File: src/design/serial_line_editor_with_echo_assert.svh
// Assertion macros for the serial line editor.
// Depends on nothing; expects clk and rst_n in the including module.
`ifndef SERIAL_LINE_EDITOR_WITH_ECHO_ASSERT_SVH
`define SERIAL_LINE_EDITOR_WITH_ECHO_ASSERT_SVH

// Same-cycle implication, checked out of reset.
`define SLE_ASSERT_NOW(label, ante, cons, msg) \
  label: assert property (@(posedge clk) disable iff (!rst_n) (ante) |-> (cons)) \
    else $error(msg);

// Next-cycle implication, checked out of reset.
`define SLE_ASSERT_NEXT(label, ante, cons, msg) \
  label: assert property (@(posedge clk) disable iff (!rst_n) (ante) |=> (cons)) \
    else $error(msg);

`endif

File: src/design/sle_pkg.sv
// Shared types and constants for the serial line editor.
// No dependencies.
package sle_pkg;

  localparam int ACTION_W = 2;
  localparam int BYTE_W   = 8;
  localparam int POS_W    = 6;
  localparam int LEN_W    = 6;

  // Action codes of an input item
  localparam logic [ACTION_W-1:0] ACT_RX   = 2'd0;
  localparam logic [ACTION_W-1:0] ACT_INTR = 2'd1;
  localparam logic [ACTION_W-1:0] ACT_READ = 2'd2;

  // Characters with special meaning
  localparam logic [BYTE_W-1:0] DEL_CHAR = 8'd127;
  localparam logic [BYTE_W-1:0] CR_CHAR  = 8'd13;
  localparam logic [BYTE_W-1:0] LF_CHAR  = 8'd10;

  // Which result of the held item goes out next
  typedef enum logic [1:0] {
    PH_FIRST,
    PH_CR,
    PH_LF
  } phase_t;

endpackage

File: src/design/sle_if.sv
// Valid/ready channel interfaces for the serial line editor.
// Depends on sle_pkg for field widths.
interface sle_in_if;
  import sle_pkg::*;

  logic                valid;
  logic                ready;
  logic [ACTION_W-1:0] action;
  logic [BYTE_W-1:0]   rx_byte;
  logic [POS_W-1:0]    read_position;

  modport source (output valid, action, rx_byte, read_position, input ready);
  modport sink   (input valid, action, rx_byte, read_position, output ready);
endinterface

interface sle_out_if;
  import sle_pkg::*;

  logic              valid;
  logic              ready;
  logic              tx_valid;
  logic [BYTE_W-1:0] tx_byte;
  logic              line_done;
  logic              interrupted;
  logic [LEN_W-1:0]  line_length;
  logic [BYTE_W-1:0] read_data;
  logic              last;

  modport source (output valid, tx_valid, tx_byte, line_done, interrupted,
                  line_length, read_data, last, input ready);
  modport sink   (input valid, tx_valid, tx_byte, line_done, interrupted,
                  line_length, read_data, last, output ready);
endinterface

File: src/design/serial_line_editor_with_echo.sv
// Serial line editor with echo: builds one text line from received bytes.
// Accepted items are held in the issue stage, whose results pass to the output register.
// Throughput: one item per cycle for single-result items when the output does not stall;
//   a closing byte holds the issue stage until its echo, any added CR and the LF go out.
// Reset: synchronous, active low; clears fill count, closed flag and pipeline valids.
//   The line store is not cleared; read data is returned only for positions below the fill count.
`include "serial_line_editor_with_echo_assert.svh"

module serial_line_editor_with_echo #(
  parameter int LINE_BYTES = 64
) (
  input  logic      clk,
  input  logic      rst_n,
  sle_in_if.sink    in_ch,
  sle_out_if.source out_ch
);
  import sle_pkg::*;

  // Fill count never exceeds LINE_BYTES-1, so this width holds it and addresses the store
  localparam int FW = $clog2(LINE_BYTES);
  // Common width for comparing the fill count with the read position and the length port
  localparam int PW = (FW > POS_W) ? FW : POS_W;

  // ---------------------------------------------------------------------------
  // Line state: fill count and closed flag live in flops, the bytes in a memory
  // ---------------------------------------------------------------------------
  logic [FW-1:0]     fill_r, fill_nxt;
  logic              closed_r, closed_nxt;
  logic [BYTE_W-1:0] line_mem [LINE_BYTES];
  logic [BYTE_W-1:0] rd_data_r;

  // Issue stage: one held item, emitting its results in order
  logic              s1_valid_r, s1_valid_nxt;
  phase_t            phase_r, phase_nxt;
  logic              s1_echo_v_r, s1_echo_v_nxt;
  logic [BYTE_W-1:0] s1_echo_b_r, s1_echo_b_nxt;
  logic              s1_intr_r, s1_intr_nxt;
  logic              s1_add_cr_r, s1_add_cr_nxt;
  logic              s1_add_lf_r, s1_add_lf_nxt;
  logic              s1_hit_r, s1_hit_nxt;
  logic [LEN_W-1:0]  s1_len_r, s1_len_nxt;

  // Output register
  logic              out_valid_r;
  logic              out_tx_valid_r;
  logic [BYTE_W-1:0] out_tx_byte_r;
  logic              out_done_r;
  logic              out_intr_r;
  logic [LEN_W-1:0]  out_len_r;
  logic [BYTE_W-1:0] out_rdata_r;
  logic              out_last_r;

  // Handshake
  logic in_fire, out_space, s1_emit, s1_final;

  // Current result of the issue stage
  logic              res_tx_valid;
  logic [BYTE_W-1:0] res_tx_byte;
  logic              res_done;
  logic              res_intr;
  logic [BYTE_W-1:0] res_rdata;

  // Accept-side decode
  logic [FW-1:0] base;
  logic [FW-1:0] base_inc;
  logic          is_full;
  logic          is_cr;
  logic          mem_wr;
  logic          mem_rd;
  logic [PW-1:0] pos_ext;
  logic [PW-1:0] fill_ext;
  logic [PW-1:0] len_ext;

  assign out_space = !out_valid_r || out_ch.ready;
  assign s1_emit   = s1_valid_r && out_space;
  assign in_ch.ready = !s1_valid_r || (out_space && s1_final);
  assign in_fire   = in_ch.valid && in_ch.ready;

  // A byte after close starts over on an empty line
  assign base     = closed_r ? '0 : fill_r;
  assign base_inc = base + FW'(1);
  assign is_full  = base_inc >= FW'(LINE_BYTES - 1);
  assign is_cr    = in_ch.rx_byte == CR_CHAR;
  assign pos_ext  = PW'(in_ch.read_position);
  assign fill_ext = PW'(fill_r);
  assign len_ext  = PW'(fill_nxt);

  assign mem_wr = in_fire && (in_ch.action == ACT_RX) && (in_ch.rx_byte != DEL_CHAR);
  assign mem_rd = in_fire && (in_ch.action == ACT_READ);

  // Decode the incoming item into the next line state and a result descriptor
  always_comb begin
    fill_nxt      = fill_r;
    closed_nxt    = closed_r;
    s1_echo_v_nxt = 1'b0;
    s1_echo_b_nxt = '0;
    s1_intr_nxt   = 1'b0;
    s1_add_cr_nxt = 1'b0;
    s1_add_lf_nxt = 1'b0;
    s1_hit_nxt    = 1'b0;
    if (in_fire) begin
      priority if (in_ch.action == ACT_RX) begin
        closed_nxt = 1'b0;
        if (in_ch.rx_byte != DEL_CHAR) begin
          s1_echo_v_nxt = 1'b1;
          s1_echo_b_nxt = in_ch.rx_byte;
          if (is_cr || is_full) begin
            // Close: strip a terminating CR, keep a byte that fills the line
            closed_nxt    = 1'b1;
            fill_nxt      = is_cr ? base : base_inc;
            s1_add_cr_nxt = is_full;
            s1_add_lf_nxt = 1'b1;
          end else begin
            fill_nxt = base_inc;
          end
        end else if (base != '0) begin
          // Delete the last byte and echo the DEL
          fill_nxt      = base - FW'(1);
          s1_echo_v_nxt = 1'b1;
          s1_echo_b_nxt = DEL_CHAR;
        end else begin
          fill_nxt = base;
        end
      end else if (in_ch.action == ACT_INTR) begin
        if (!closed_r) begin
          closed_nxt  = 1'b1;
          s1_intr_nxt = 1'b1;
        end
      end else if (in_ch.action == ACT_READ) begin
        s1_hit_nxt = pos_ext < fill_ext;
      end else begin
        // Unused action: one empty result
        s1_hit_nxt = 1'b0;
      end
    end
    s1_len_nxt = len_ext[LEN_W-1:0];
  end

  // Line store: write the new byte at the fill position, read for a read action
  always_ff @(posedge clk) begin
    if (mem_wr) begin
      line_mem[base] <= in_ch.rx_byte;
    end
    if (mem_rd) begin
      rd_data_r <= line_mem[pos_ext[FW-1:0]];
    end
  end

  always_ff @(posedge clk) begin
    if (!rst_n) begin
      fill_r   <= '0;
      closed_r <= 1'b0;
    end else if (in_fire) begin
      fill_r   <= fill_nxt;
      closed_r <= closed_nxt;
    end
  end

  // ---------------------------------------------------------------------------
  // Issue stage: results of the held item, unless the output stalls, one per cycle
  // ---------------------------------------------------------------------------
  always_comb begin
    res_tx_valid = 1'b0;
    res_tx_byte  = '0;
    res_done     = 1'b0;
    res_intr     = 1'b0;
    res_rdata    = '0;
    s1_final     = 1'b1;
    unique case (phase_r)
      PH_FIRST: begin
        res_tx_valid = s1_echo_v_r;
        res_tx_byte  = s1_echo_b_r;
        res_done     = s1_intr_r;
        res_intr     = s1_intr_r;
        res_rdata    = s1_hit_r ? rd_data_r : '0;
        s1_final     = !s1_add_lf_r;
      end
      PH_CR: begin
        res_tx_valid = 1'b1;
        res_tx_byte  = CR_CHAR;
        s1_final     = 1'b0;
      end
      PH_LF: begin
        res_tx_valid = 1'b1;
        res_tx_byte  = LF_CHAR;
        res_done     = 1'b1;
      end
      default: begin
        s1_final = 1'b1;
      end
    endcase
  end

  // Next phase and valid of the issue stage
  always_comb begin
    phase_nxt    = phase_r;
    s1_valid_nxt = s1_valid_r;
    if (in_fire) begin
      phase_nxt    = PH_FIRST;
      s1_valid_nxt = 1'b1;
    end else if (s1_emit) begin
      if (s1_final) begin
        s1_valid_nxt = 1'b0;
        phase_nxt    = PH_FIRST;
      end else begin
        unique case (phase_r)
          PH_FIRST: phase_nxt = s1_add_cr_r ? PH_CR : PH_LF;
          PH_CR:    phase_nxt = PH_LF;
          default:  phase_nxt = PH_FIRST;
        endcase
      end
    end
  end

  always_ff @(posedge clk) begin
    if (!rst_n) begin
      s1_valid_r <= 1'b0;
      phase_r    <= PH_FIRST;
    end else begin
      s1_valid_r <= s1_valid_nxt;
      phase_r    <= phase_nxt;
    end
  end

  // Descriptor payload: hold until the next item is taken
  always_ff @(posedge clk) begin
    if (in_fire) begin
      s1_echo_v_r <= s1_echo_v_nxt;
      s1_echo_b_r <= s1_echo_b_nxt;
      s1_intr_r   <= s1_intr_nxt;
      s1_add_cr_r <= s1_add_cr_nxt;
      s1_add_lf_r <= s1_add_lf_nxt;
      s1_hit_r    <= s1_hit_nxt;
      s1_len_r    <= s1_len_nxt;
    end
  end

  // ---------------------------------------------------------------------------
  // Output register: advance when empty or taken
  // ---------------------------------------------------------------------------
  always_ff @(posedge clk) begin
    if (!rst_n) begin
      out_valid_r <= 1'b0;
    end else if (s1_emit) begin
      out_valid_r <= 1'b1;
    end else if (out_ch.ready) begin
      out_valid_r <= 1'b0;
    end
  end

  always_ff @(posedge clk) begin
    if (s1_emit) begin
      out_tx_valid_r <= res_tx_valid;
      out_tx_byte_r  <= res_tx_byte;
      out_done_r     <= res_done;
      out_intr_r     <= res_intr;
      out_len_r      <= s1_len_r;
      out_rdata_r    <= res_rdata;
      out_last_r     <= s1_final;
    end
  end

  assign out_ch.valid       = out_valid_r;
  assign out_ch.tx_valid    = out_tx_valid_r;
  assign out_ch.tx_byte     = out_tx_byte_r;
  assign out_ch.line_done   = out_done_r;
  assign out_ch.interrupted = out_intr_r;
  assign out_ch.line_length = out_len_r;
  assign out_ch.read_data   = out_rdata_r;
  assign out_ch.last        = out_last_r;

  // ---------------------------------------------------------------------------
  // Checks
  // ---------------------------------------------------------------------------
  `SLE_ASSERT_NEXT(a_fill_holds_idle, !in_fire, $stable(fill_r) && $stable(closed_r),
    "line state changed without an accepted item")
  `SLE_ASSERT_NOW(a_no_take_mid_item, s1_valid_r && !s1_final, !in_ch.ready,
    "input taken while the held item still has results")
  `SLE_ASSERT_NOW(a_lf_closes, out_valid_r && out_done_r && !out_intr_r,
    out_tx_byte_r == LF_CHAR && out_last_r, "line close not marked by final LF")
  `SLE_ASSERT_NOW(a_intr_silent, out_valid_r && out_intr_r,
    out_done_r && out_last_r && !out_tx_valid_r, "interrupt result malformed")

endmodule
File: src/flat_wrapper.sv
// flat-port wrapper written by rule: the top's interface ports become plain ports
module serial_line_editor_with_echo_flat import sle_pkg::*;
#(
  parameter int LINE_BYTES = 64
)
  (clk, rst_n, in_ch_valid, in_ch_action, in_ch_rx_byte, in_ch_read_position, in_ch_ready, out_ch_valid, out_ch_tx_valid, out_ch_tx_byte, out_ch_line_done, out_ch_interrupted, out_ch_line_length, out_ch_read_data, out_ch_last, out_ch_ready);
  sle_in_if in_ch_i ();
  sle_out_if out_ch_i ();
  input  logic clk;
  input  logic rst_n;
  input wire logic [$bits(in_ch_i.valid)-1:0] in_ch_valid;
  input wire logic [$bits(in_ch_i.action)-1:0] in_ch_action;
  input wire logic [$bits(in_ch_i.rx_byte)-1:0] in_ch_rx_byte;
  input wire logic [$bits(in_ch_i.read_position)-1:0] in_ch_read_position;
  output wire logic [$bits(in_ch_i.ready)-1:0] in_ch_ready;
  output wire logic [$bits(out_ch_i.valid)-1:0] out_ch_valid;
  output wire logic [$bits(out_ch_i.tx_valid)-1:0] out_ch_tx_valid;
  output wire logic [$bits(out_ch_i.tx_byte)-1:0] out_ch_tx_byte;
  output wire logic [$bits(out_ch_i.line_done)-1:0] out_ch_line_done;
  output wire logic [$bits(out_ch_i.interrupted)-1:0] out_ch_interrupted;
  output wire logic [$bits(out_ch_i.line_length)-1:0] out_ch_line_length;
  output wire logic [$bits(out_ch_i.read_data)-1:0] out_ch_read_data;
  output wire logic [$bits(out_ch_i.last)-1:0] out_ch_last;
  input wire logic [$bits(out_ch_i.ready)-1:0] out_ch_ready;
  assign in_ch_i.valid = in_ch_valid;
  assign in_ch_i.action = in_ch_action;
  assign in_ch_i.rx_byte = in_ch_rx_byte;
  assign in_ch_i.read_position = in_ch_read_position;
  assign in_ch_ready = in_ch_i.ready;
  assign out_ch_valid = out_ch_i.valid;
  assign out_ch_tx_valid = out_ch_i.tx_valid;
  assign out_ch_tx_byte = out_ch_i.tx_byte;
  assign out_ch_line_done = out_ch_i.line_done;
  assign out_ch_interrupted = out_ch_i.interrupted;
  assign out_ch_line_length = out_ch_i.line_length;
  assign out_ch_read_data = out_ch_i.read_data;
  assign out_ch_last = out_ch_i.last;
  assign out_ch_i.ready = out_ch_ready;
  serial_line_editor_with_echo #(.LINE_BYTES(LINE_BYTES)) u_core (.clk(clk), .rst_n(rst_n), .in_ch(in_ch_i), .out_ch(out_ch_i));
endmodule
File: config.mk
export PLATFORM = sky130hd
export DESIGN_NAME = serial_line_editor_with_echo_flat
export DESIGN_NICKNAME = d
export VERILOG_FILES = /design/src/design/sle_pkg.sv /design/src/design/sle_if.sv /design/src/design/serial_line_editor_with_echo.sv /design/src/flat_wrapper.sv
export VERILOG_INCLUDE_DIRS = /design/src /design/src/design
export SDC_FILE = /design/constraint.sdc
export NUM_CORES = 1
export LEC_CHECK = 0
export BUFFER_PORTS_ARGS = -buffer_cell sky130_fd_sc_hd__buf_2
export CAP_MARGIN = 25
export CORE_UTILIZATION = 60
export DETAILED_ROUTE_END_ITERATION = 12
export PLACE_DENSITY = 0.88
export SLEW_MARGIN = 20
export SYNTH_ARGS = -nofsm -noshare
export SYNTH_HDL_FRONTEND = slang
export SYNTH_SLANG_ARGS = --single-unit
File: constraint.sdc
create_clock -name clk -period 4.6 [get_ports clk]
set_clock_uncertainty 0.15 [all_clocks]
set_input_delay 0.92 -clock clk [delete_from_list [all_inputs] [get_ports clk]]
set_output_delay 0.92 -clock clk [all_outputs]
set_load 0.01 [all_outputs]
==> results.cfg, run 1 <==
[worst_setup_path]
cp_slowest_cell = nor2_1
critPathTopFamily = simple AND/OR/NAND/NOR gates
worstPathRequired_ns = 4.66
path_cells = inv_1 > ha_1 > mux2i_1 > a21oi_2 > nor4_4 > nand3_2 > nor2_1
cpPeakStageDelay_ns = 0.73
cp.arrival_ns = 3.67
path_buf_inv = 1
critPathCaptureType = flop
critPathKind = reg2reg
start_kind = flop
path_max_fanout = 19

[pwr]
leakage_nw = 8.49
irDropWorstVdd_uv = 343
p_per_area_nw_per_um2 = 417
power.total_mw = 10.8

[synthesis]
async_flop_share_pct = 0
synth_top_area_share_pct = 74.1
synthCells = 1168
yosysMostFrequentCell = edfxtp_1
synth_enable_flop_cells = 565
yosysWarnings = 0
avgSynthCellArea_um2 = 19.6
synth_nets = 1200
synthTopCellsByCount = edfxtp_1 (565), mux4_2 (128), nor2_1 (90), nand2_1 (30), mux2i_1 (26)
ys_ff_latch = 576
syn_area_um2 = 22900
synth.area.top_cells = edfxtp_1 (74%), mux4_2 (13%), nor2_1 (1.5%)
synth_seq_area_share_pct = 75.1
synthDistinctLibCells = 61
yosysTopAreaCell = edfxtp_1
synthFlopType = edfxtp_1

[timing]
grt_setup_unrepaired = no
final.setup.worst_slack_ns = 0.990
final_hold_viol_count = 0
setup_tns_ns = 0
setup_viol = 0
fin_crit_sh_pct = 78.5
drv_slew = 0
fmax_mhz = 277
relSlewSlack_pct = 21.4
fin_crit_ns = 3.61
tightest_slew_ns = 1.18

[flow_run]
maxCapViolCount = 0

[route]
ant_nets = 0
drtPass1Iterations = 8
wl_um = 55800
via_count = 12800
routedWlPerCell_um = 30.0
drtIter0Drc = 1845
viasPerCell = 6.89
post-route-drc-count = 0

[cts]
cts_buffers = 53
root_buffer = clkbuf_16
cts_tree = done
post_cts_resized = 0
cts_htree_levels = 2
cts.sinks = 576
clockBufferDepth = 3
clk_pin_slew_worst_paths_ns = 0.07
post_cts_buffers = 0
ctsHoldBuffers = 0
insertion_delay_ns = 0.58

[global_route]
grt-ovfl-total = 0
grt_pass1_vias = 12600
grt.total_usage_pct = 29.7
grt_pass1_wl_um = 82700
grt_max_degree = 69
antenna_found_initial = 2

[status]
status = complete, no violations

[cells_and_area]
area_growth_pct = 13.6
design_area_um2 = 26000
final_nets = 1338
insertedDiodeCount = 0
drive_gt1_share_pct = 26.8

[placed_design]
place_ws_ns = 0.823
io_buffers = 47
dp_hpwl_um = 33000
dpl-instance-area_um2 = 24200
routabilityCongestion = 0.905

[die]
num_rows = 71
ioPinCount = 48
die_h_um = 197
initial_utilization_pct = 60.9
die_x_um = 197
die-area_um2 = 38900
core-area_um2 = 37600

[min_path]
hp-class = reg2reg
## power breakdown
group | switching [mW] | internal (mW) | leakage, nW
sequential | 0.0232 | 5.80 | 5.21
clock | 1.87 | 2.57 | 0.853
combinational | 0.368 | 0.200 | 2.43
total | 2.27 | 8.57 | 8.49
## path summary, 6_finish.rpt
| check | from | to | slack, ns | depth (start not counted) |
|---|---|---|---|---|
| worst max-delay path | u_core.phase_r[1] | u_core.line_mem[25][7] | 0.99 | 7 |
| worst min-delay path | u_core.s1_len_r[1] | u_core.out_ch.line_length[1] | 0.27 | 0 |
| worst max register to register | u_core.phase_r[1] | u_core.line_mem[25][7] | 0.99 | 7 |
| worst min register to register | u_core.s1_len_r[1] | u_core.out_ch.line_length[1] | 0.27 | 0 |
## per-layer routing
layer	wire length [µm]	vias to the layer above	GRT usage (%)	part of all wire [%]
met4	2250	4	12.1	4.0
met1	19500	6421	39.8	35
met3	6940	164	7.48	12
met2	27100	1151	47.0	48
li1	-	5075	-	-
met5	21	-	0	0.038
## registers in the layout, summed over array words and instances (netlist names)
signal                     count
u_core.out_ch.tx_valid         1
u_core.line_mem              512
u_core.s1_add_cr_r             1
u_core.out_ch.valid            1
u_core.out_ch.line_done        1
u_core.s1_hit_r                1
u_core.s1_add_lf_r             1
u_core.fill_ext                6
u_core.rd_data_r               8
u_core.closed_r                1
u_core.s1_echo_b_r             8
u_core.s1_intr_r               1
u_core.out_ch.read_data        8
u_core.s1_echo_v_r             1
u_core.s1_valid_r              1
u_core.s1_len_r                6
u_core.out_ch.line_length      6
u_core.phase_r                 2
u_core.out_ch.interrupted      1
u_core.out_ch.tx_byte          8
u_core.out_ch.last             1
## cells by family after synthesis
| family | share of synthesized area, % |
|---|---|
| DFF | 75.1 |
| xor gates and xnor gates | 0.191 |
| and+or+nand+nor | 5.23 |
| adders and majority gates | 0.656 |
| muxes | 13.7 |
| AOI/OAI and AO/OA | 3.58 |
| buffers and inverters | 1.51 |
## cell type report
class	instances	area (µm²)
Inverter	16	60.1
Clock buffer	69	1490
Fill cell	2136	11600
Multi-Input combinational cell	522	5360
Sequential cell	576	17200
Clock inverter	28	285
Tap cell	511	639
Timing Repair Buffer	137	975
## per-stage QoR
step / utilization (%) / instances / hold WS [ns]
floorplan: - / 1168 / 0.250
global placement: 64.4 / 1761 / 0.251
detailed placement: 64.4 / 1761 / 0.255
CTS: 69.2 / 1858 / 0.270
global route: 69.2 / 1859 / 0.277
finish: 69.2 / 1859 / 0.270
## placed cells by master (no fill, tap or decap), drive strengths merged, types with 5 or more instances in the layout
master | netlist | final
edfxtp | 565 | 565
buf | 32 | 136
mux4 | 128 | 128
nor2 | 90 | 90
clkbuf | 22 | 70
nand2 | 30 | 30
mux2i | 26 | 26
a21oi | 24 | 24
o21ai | 22 | 22
o22ai | 19 | 19
nand3 | 18 | 18
inv | 16 | 17
clkinv | 0 | 17
and2 | 15 | 15
ha | 12 | 12
a22oi | 11 | 11
dfxtp | 11 | 11
nand4 | 11 | 11
and3 | 11 | 11
nor3 | 9 | 9
nor2b | 9 | 9
nand2b | 8 | 8
o221ai | 6 | 6
nor3b | 6 | 6
a21o | 5 | 5
bufinv | 0 | 5
clkinvlp | 0 | 5
nor4 | 5 | 5
(Power assumes the default switching activity.)
==> inputs of run 2 (changes only) <==
Settings changed: ABC_AREA set to 1, CORE_UTILIZATION 60 to 56, PLACE_DENSITY 0.88 to 0.86.
Clock period 4.6 ns to 3 ns, I/O delays scaled along.
==> run 2 against run 1 <==
Compared with the run above:
- register-to-register slack worse by 0.83 ns
- global-route usage is 1.2 points lower
- cell area is 4.4% higher
- clock-buffer cell count is 8 lower
- non-clock buffer count is 10 higher
- via count is 33% higher
- setup slack worse by 0.83 ns
- first-iteration DRC count is 31% higher
- final cell count is 50% higher
- utilization is 4.8 points lower
- die area is 12% higher
- sequential power is 53% higher
- critical endpoint is now u_core.line_mem[23][6]
- largest power group unchanged
==> results.cfg, run 2 <==
[synthesis]
synthTopCellsByCount = nand2_1 (722), edfxtp_1 (565), nand3_1 (454), nor2_1 (113), inv_1 (55)
syn_area_um2 = 24000
synth_enable_flop_cells = 565
synth_seq_area_share_pct = 71.5
synth_nets = 2149
synth_top_area_share_pct = 70.6
yosysMostFrequentCell = nand2_1
async_flop_share_pct = 0
yosysTopAreaCell = edfxtp_1
synth.area.top_cells = edfxtp_1 (71%), nand2_1 (11%), nand3_1 (9.5%)
yosysWarnings = 0
avgSynthCellArea_um2 = 11.4
synthDistinctLibCells = 36
ys_ff_latch = 576
synthFlopType = edfxtp_1
synthCells = 2117

[global_route]
grt.total_usage_pct = 28.4
grt_pass1_vias = 16600
grt-ovfl-total = 0
grt_pass1_wl_um = 93200
grt-busiest-layer = met2
grt_max_degree = 130
met2_usage_pct = 44.5
antenna_found_initial = 2
use_met3_pct = 9.00
grtUsageMet1_pct = 36.6

[die]
die_x_um = 209
num_rows = 75
initial_utilization_pct = 57.1
ioPinCount = 48
die-area_um2 = 43800
core-area_um2 = 42100
die_h_um = 209

[cells_and_area]
design_area_um2 = 27100
drive_gt1_share_pct = 11.9
layout_commonest_cell = nand2_1
top_register = u_core.line_mem
final_cell_mix = nand2_1 (722), edfxtp_1 (565), nand3_1 (454)
largest_register_ffs = 512
final_nets = 2239
fin_util_pct = 64.4
insertedDiodeCount = 0
area_growth_pct = 12.9
instances_no_fill = 2791

[cts]
cts_htree_levels = 2
insertion_delay_ns = 0.62
clk_pin_slew_worst_paths_ns = 0.06
cts_tree = done
clockBufferDepth = 3
post_cts_resized = 0
post_cts_buffers = 0
ctsHoldBuffers = 0
cts_buffers = 54
cts.sinks = 576
root_buffer = clkbuf_16

[timing]
drv_slew = 0
setup_viol = 0
fin_crit_ns = 2.84
tightest_slew_ns = 0.981
holdWs_ns = 0.147
relSlewSlack_pct = 34.6
fin_crit_sh_pct = 94.6
setup_tns_ns = 0
fmax_mhz = 353
grt_setup_unrepaired = no
final_hold_viol_count = 0

[worst_setup_path]
cpMostUsedCell = nand2_1
cpPeakStageDelay_ns = 0.40
critPathTopFamily = simple AND/OR/NAND/NOR gates
critPathCaptureType = flop
worstPathRequired_ns = 3.16
critPathKind = reg2reg
path_cells = inv_1 > ha_1 > nand2_1 > nand2_1 > o21ai_4 > nand2_4 > nor2_8 > nand2_2 > nor2_1 > buf_4
path_buf_inv = 2
cp_slowest_cell = dfxtp_1
start_kind = flop
path_max_fanout = 8
cp.arrival_ns = 3.00

[min_path]
hp-class = in2reg

[placed_design]
io_buffers = 47
routabilityCongestion = 0.950
dpl-instance-area_um2 = 25300
dp.cells = 2690
dp_hpwl_um = 37000

[route]
viasPerCell = 6.09
drtPass1Iterations = 8
wl_um = 61600
post-route-drc-count = 0
via_count = 17000
routedWlPerCell_um = 22.1
drtIter0Drc = 2421
ant_nets = 0

[pwr]
irDropWorstVdd_uv = 503
p_per_area_nw_per_um2 = 628
leakage_nw = 10.2

[flow_run]
maxCapViolCount = 0

[status]
status = complete, no violations
[run 2: cell types whose count changed after synthesis, moves of 18 or more]
cell | before | now
nand3_1 | 13 | 454
buf_1 | 6 | 24
nor2_1 | 90 | 113
mux4_2 | 128 | 0
nand2_1 | 30 | 722
mux2i_1 | 26 | 0
o22ai_1 | 19 | 0
inv_1 | 16 | 55
buf_2 | 9 | 48
[run 2: kinds of logic (layout without fill, tap and decap cells)]
family / count (synthesis) / after routing / synth area share (%)
compound gates: 25 / 25 / 0.640
xor+xnor: 2 / 2 / 0.0729
fa+ha+maj: 12 / 12 / 0.625
buf+inv: 178 / 313 / 3.26
flops: 576 / 576 / 71.5
simple gates: 1324 / 1324 / 23.9
[run 2: area by class of cell]
type,count,area [µm²]
clock buffers,61,1380
well taps,539,674
fillers,2867,15000
repair buffers,147,1130
multi-input cells,1363,6070
clock inverters,40,434
inverters,65,253
flip-flops and latches,576,17200
[run 2: path summary, 6_finish.rpt]
path	start	to	slack, ns	cells past startpoint
worst max-delay path	u_core.phase_r[0]	u_core.line_mem[23][6]	0.16	10
worst min-delay path	rst_n	u_core.out_ch.valid	0.15	3
worst max register to register	u_core.phase_r[0]	u_core.line_mem[23][6]	0.16	10
worst min register to register	u_core.s1_len_r[5]	u_core.out_ch.line_length[5]	0.26	0
[run 2: routing by layer]
metal | routed length [µm] | vias up
li1 | - | 7520
met1 | 21800 | 7904
met2 | 28200 | 1328
met3 | 8890 | 241
met4 | 2740 | 2
met5 | 11 | -
[run 2: worst reg2reg max path: stages (launching register included)]
cell and delay [ns]:
dfxtp_1 0.40, inv_1 0.14, ha_1 0.27, nand2_1 0.09, nand2_1 0.10, o21ai_4 0.17
nand2_4 0.12, nor2_8 0.25, nand2_2 0.29, nor2_1 0.33, buf_4 0.24
[run 2: metrics by stage]
step	setup slack (ns)	total power [mW]
6_report	0.163	17.0
5_1_grt	0.0481	17.5
4_1_cts	0.194	17.0
3_5_place_dp	0.190	10.2
3_3_place_gp	0.226	10.2
2_1_floorplan	0.383	9.74
[run 2: power breakdown]
| part | switching [mW] | internal (mW) |
|---|---|---|
| clock network | 2.96 | 4.01 |
| registers | 0.0306 | 8.90 |
| logic | 0.840 | 0.288 |
| total | 3.83 | 13.2 |
